[src/rtl/core/lbs_pkg.sv]
// Package for the LSB-first bit stream store: sizes, action and status codes,
// controller state type and the command/status structs between controller and datapath.
// No dependencies.
package lbs_pkg;

    // Capacity of the byte memory
    localparam int CAP_BYTES = 1024;
    localparam int BYTE_W    = 8;
    localparam int CAP_BITS  = CAP_BYTES * BYTE_W;
    localparam int ADDR_W    = $clog2(CAP_BYTES);

    // Port field widths
    localparam int ACT_W   = 2;
    localparam int VAL_W   = 64;
    localparam int LEN_W   = 7;
    localparam int FILL_W  = 14;
    localparam int STAT_W  = 3;
    localparam int BYTES_W = 11;

    localparam int MAX_FIELD = 64;

    // A field plus up to seven leading bits spans nine bytes
    localparam int SPAN_W   = VAL_W + BYTE_W;
    localparam int RD_BYTES = SPAN_W / BYTE_W;
    localparam int CNT_W    = $clog2(RD_BYTES + 1);

    localparam logic [ACT_W-1:0] ACT_APPEND = 2'd0;
    localparam logic [ACT_W-1:0] ACT_READ   = 2'd1;
    localparam logic [ACT_W-1:0] ACT_CLEAR  = 2'd2;

    localparam logic [STAT_W-1:0] ST_OK      = 3'd0;
    localparam logic [STAT_W-1:0] ST_BAD_LEN = 3'd1;
    localparam logic [STAT_W-1:0] ST_OFFSET  = 3'd2;
    localparam logic [STAT_W-1:0] ST_SPAN    = 3'd3;
    localparam logic [STAT_W-1:0] ST_FULL    = 3'd4;

    typedef enum logic [4:0] {
        S_IDLE  = 5'b00001,
        S_WRITE = 5'b00010,
        S_READ  = 5'b00100,
        S_DRAIN = 5'b01000,
        S_DONE  = 5'b10000
    } state_t;

    // Controller to datapath
    typedef struct packed {
        logic load;      // take the input transaction, check it, set up the byte walk
        logic wr_step;   // write one byte, advance
        logic rd_step;   // issue one byte read, advance
        logic publish;   // move the finished result into the output register
    } cmd_t;

    // Datapath to controller
    typedef struct packed {
        logic go_write;  // accepted append has bytes to write
        logic go_read;   // accepted read has bytes to fetch
        logic last;      // current step is the final byte
        logic out_free;  // output register can take a result this cycle
    } sts_t;

endpackage

[src/rtl/core/lbs_ctrl.sv]
// Controller state machine of the bit stream store.
// Depends on lbs_pkg.
module lbs_ctrl (
    input  logic          clk,
    input  logic          rst_n,
    input  logic          in_valid,
    output logic          in_ready,
    input  lbs_pkg::sts_t sts,
    output lbs_pkg::cmd_t cmd
);
    import lbs_pkg::*;

    state_t state_reg;
    state_t state_next;

    always_ff @(posedge clk or negedge rst_n)
    begin
        if (!rst_n)
        begin
            state_reg <= S_IDLE;
        end
        else
        begin
            state_reg <= state_next;
        end
    end

    assign in_ready = (state_reg == S_IDLE);

    always_comb
    begin
        state_next  = state_reg;
        cmd         = '0;
        case (state_reg)
            S_IDLE:
            begin
                if (in_valid)
                begin
                    cmd.load = 1'b1;
                    if (sts.go_write)
                    begin
                        state_next = S_WRITE;
                    end
                    else if (sts.go_read)
                    begin
                        state_next = S_READ;
                    end
                    else
                    begin
                        state_next = S_DONE;
                    end
                end
            end
            S_WRITE:
            begin
                cmd.wr_step = 1'b1;
                if (sts.last)
                begin
                    state_next = S_DONE;
                end
            end
            S_READ:
            begin
                cmd.rd_step = 1'b1;
                if (sts.last)
                begin
                    state_next = S_DRAIN;
                end
            end
            S_DRAIN:
            begin
                // last byte lands in the datapath this cycle
                state_next = S_DONE;
            end
            S_DONE:
            begin
                if (sts.out_free)
                begin
                    cmd.publish = 1'b1;
                    state_next  = S_IDLE;
                end
            end
            default:
            begin
                state_next = S_IDLE;
            end
        endcase
    end

endmodule

[config.mk]
export PLATFORM = sky130hd
export DESIGN_NAME = lbs_ctrl
export DESIGN_NICKNAME = d
export VERILOG_FILES = /design/src/rtl/core/lbs_pkg.sv /design/src/rtl/core/lbs_ctrl.sv
export SDC_FILE = /design/constraint.sdc
export NUM_CORES = 1
export LEC_CHECK = 0
export BUFFER_PORTS_ARGS = -buffer_cell sky130_fd_sc_hd__buf_2
export CAP_MARGIN = 0
export CORE_AREA = 2 2 39 41
export CTS_CLUSTER_SIZE = 10
export DETAILED_ROUTE_END_ITERATION = 6
export DIE_AREA = 0 0 41 43
export GPL_TIMING_DRIVEN = 0
export SLEW_MARGIN = 30
export SYNTH_ARGS = -nofsm -noshare
export SYNTH_HDL_FRONTEND = slang
export SYNTH_SLANG_ARGS = --single-unit
export TNS_END_PERCENT = 20
[constraint.sdc]
create_clock -name clk -period 4.3 [get_ports clk]
set_input_delay 0.645 -clock clk [delete_from_list [all_inputs] [get_ports clk]]
set_output_delay 0.645 -clock clk [all_outputs]
set_load 0.01 [all_outputs]
# Word-level counts from Yosys, hierarchy flattened
# Cells that the tools add are included.
# Widths: inputs -> output; s select.
# word_totals
register_bits	5
# op_classes
n_mux	13
reduce_logical	1
n_eq_ne	9
# op_table
cell	n
$mux 5	6
$pmux 5 s5	1
$ne 2x2->1 const B	4
$mux 1	6
$eq 5x1->1 const B	1
$eq 5x2->1 const B	1
$eq 5x3->1 const B	1
$eq 5x4->1 const B	1
$eq 5x5->1 const B	1
$reduce_and 4->1	1

# Longest topological paths before layout
# logic_depth
ltp_word	4
depth_mapped	5
depth_no_buf	4

# Worst setup path after synthesis
# OpenSTA, ideal clock, no wires.
# synth_path
kind	flip-flop to output port
startpoint	reg state_reg[0]
endpoint	out cmd[3] (netlist bit)
setup_slack_ns	2.544
arrival_ns	1.111
n_path_buf	1
t_required_ns	3.655
stages_incl_launch_ff	4
path_cell_list	dfstp_2 > and3_1 > clkbuf_1 > and2_1
# synth_rtl
element	line	text
start: declaration	lbs_ctrl.sv:13	state_t state_reg;
start signal: assignment	lbs_ctrl.sv:24	state_reg <= state_next;
end: declaration	lbs_ctrl.sv:9	output lbs_pkg::cmd_t cmd

==> impl_metrics.yaml <==
route:
  vias: 286
  drt_iter0_markers: 2
  viasPerCell: 4.54
  drc: 0
  routedWlPerCell_um: 10.1
  drtAntennaViolNets: 0
  dr.pass1.iters: 2
  wl_um: 637
place:
  place_area_sq_um: 383
  numPortBuffers: 11
  gp_congestion: 0.716
  dp_slack_ns: 2.47
sta:
  hold_slack_ns: 0.206
  max_slew.worst_pin.slew_ns: 0.574
  fin_crit_sh_pct: 49.0
  timing.final.crit_period_ns: 2.11
  layout_setup_ws_ns: 2.19
  rsz0062_at_grt: "false"
  slew_violations: 0
  setup_tns_ns: 0
  max_freq_ghz: 0.475
  skew_ns: 0.00401
  hold_violations: 0
  slew_headroom_pct: 61.2
  setup_viol: 0
cts:
  hold_buffers: 0
  clkLatencyLatePin_ns: 0.24
  numCtsBuffers: 3
  cts_tree: "done"
  root_buffer: "clkbuf_4"
  cts_setup_buffers: 0
  clockBufferDepth: 2
  clock_sinks: 5
  clk_pin_slew_ns: 0.04
  htree_levels: 1
  cts_resized: 0
synth:
  ys_seq_area_share_pct: 41.1
  syn_nets: 39
  yosysWarnings: 0
  yosysUniqueCellTypes: 23
  synth_cells: 32
  yosys_most_used_dff: "dfrtp_1"
  netlist_area_sq_um: 308
  synth_common_cells: "nor2_1, dfrtp_1, and2_1, xnor2_1"
  synth_top_area_share_pct: 32.5
  ys_ff_latch: 5
  async_reset_ff_share_pct: 100
  synth_area_leaders: "dfrtp_1, dfstp_2, nor2_1"
  synth_most_common_cell: "nor2_1"
  synth_edf_count: 0
  synth_area_leader_cell: "dfrtp_1"
  syn_avg_cell_area_sq_um: 9.62
die:
  die-area_sq_mm: 0.00176
  die_h_um: 43
  rows: 14
  pin_count: 12
  core_area_sq_mm: 0.00138
  start_util_pct: 22.2
  die_x_um: 41
worst_setup_path:
  crit_fanout: 6
  crit_arrival_ns: 1.46
  critPathCaptureType: "primary output"
  criticalPathCategory: "flop to primary output"
  crit_required_ns: 3.65
  start_kind: "flop"
grt:
  antenna_found_initial: 0
  grt_pass1_vias: 264
  grt_start_max_net_pins: 7
  grt_overflow: 0
  grt_pass1_wl_um: 1080
  grt_use_total_pct: 9.80
finish:
  fin_util_pct: 29.6
  diodes: 0
  area_growth_pct: 32.9
  drive_gt1_share_pct: 38.3
  fin_area_sq_um: 409
  largest_reg_flops: 5
  nets: 55
power_and_ir_drop:
  p_int_w: 0.000148
  p_sw_share_pct: 36.7
  switching_power_w: 0.0000855
  clockPowerShare_pct: 22.9
  power_density_mw_per_mm2: 570
  seqPwrFrac_pct: 35.3
  max-vdd-ir-drop_mv: 0.297
  p_leak_nw: 0.194
  power_frac_comb_pct: 41.8
run:
  drv_cap: 0
outcome:
  status: "finished, final reports clean"
worst_hold_path:
  holdCritPathClass: "input pin to async pin"
## per-stage QoR
stage               total power, W  cells
floorplan                 0.000149     32
global placement          0.000180     59
detailed placement        0.000180     59
CTS                       0.000236     63
global route              0.000253     63
finish                    0.000233     63
## power groups by stage
stage                     sequential (W)  combinational [W]  clock [W]
after global routing           0.0000848           0.000110  0.0000589
after CTS                      0.0000825          0.0000980  0.0000558
after global placement         0.0000828          0.0000975          0
after detailed placement       0.0000830          0.0000973          0
final                          0.0000823          0.0000974  0.0000534
after floorplan                0.0000781          0.0000708          0
## worst paths after layout
kind,to,slack [ns],cells past startpoint,start
setup / recovery,cmd[3],2.19,5,state_reg[2]
hold reg to reg,state_reg[4],0.65,2,state_reg[4]
min in group clk,state_reg[2],0.63,2,sts[1]
max in group asynchronous,state_reg[0],3.89,1,rst_n
hold / removal,state_reg[4],0.21,1,rst_n
setup reg to reg,state_reg[0],2.73,4,state_reg[0]
## routing by layer
layer / share of wire, % / track usage, %
met1: 44 / 11.8
met2: 44 / 12.5
met3: 9.4 / 4.71
met4: 3.0 / 8.00
met5: 0 / 0
## layout make-up
cell class,count,area [sq um]
clock buffers,4,26.3
flip-flops and latches,5,126
fillers,144,975
multi-input cells,25,174
plain buffers,1,3.75
well taps,16,20.0
inverters,1,3.75
repair buffers,11,55.1
## cells in the final DEF, fill, tap and decap left out, drive strengths merged, types with 2 or more instances in the layout
master,n
and2,2
and3,2
buf,11
clkbuf,5
dfrtp,4
nor2,5
xnor2,2
## worst max-delay path, cell delays in order, from the launching register on
cell	delay (ns)
dfrtp_1	0.44
nor2_1	0.12
and3_1	0.15
clkbuf_1	0.20
and2_1	0.18
buf_2	0.13
## kinds of logic after synthesis
logic type / share of synthesized area (%)
buffers and inverters: 2.44
AOI/OAI and AO/OA: 11.0
and+or+nand+nor: 39.8
xor gates and xnor gates: 5.69
DFF: 41.1
Power figures use the tool's default switching activity.
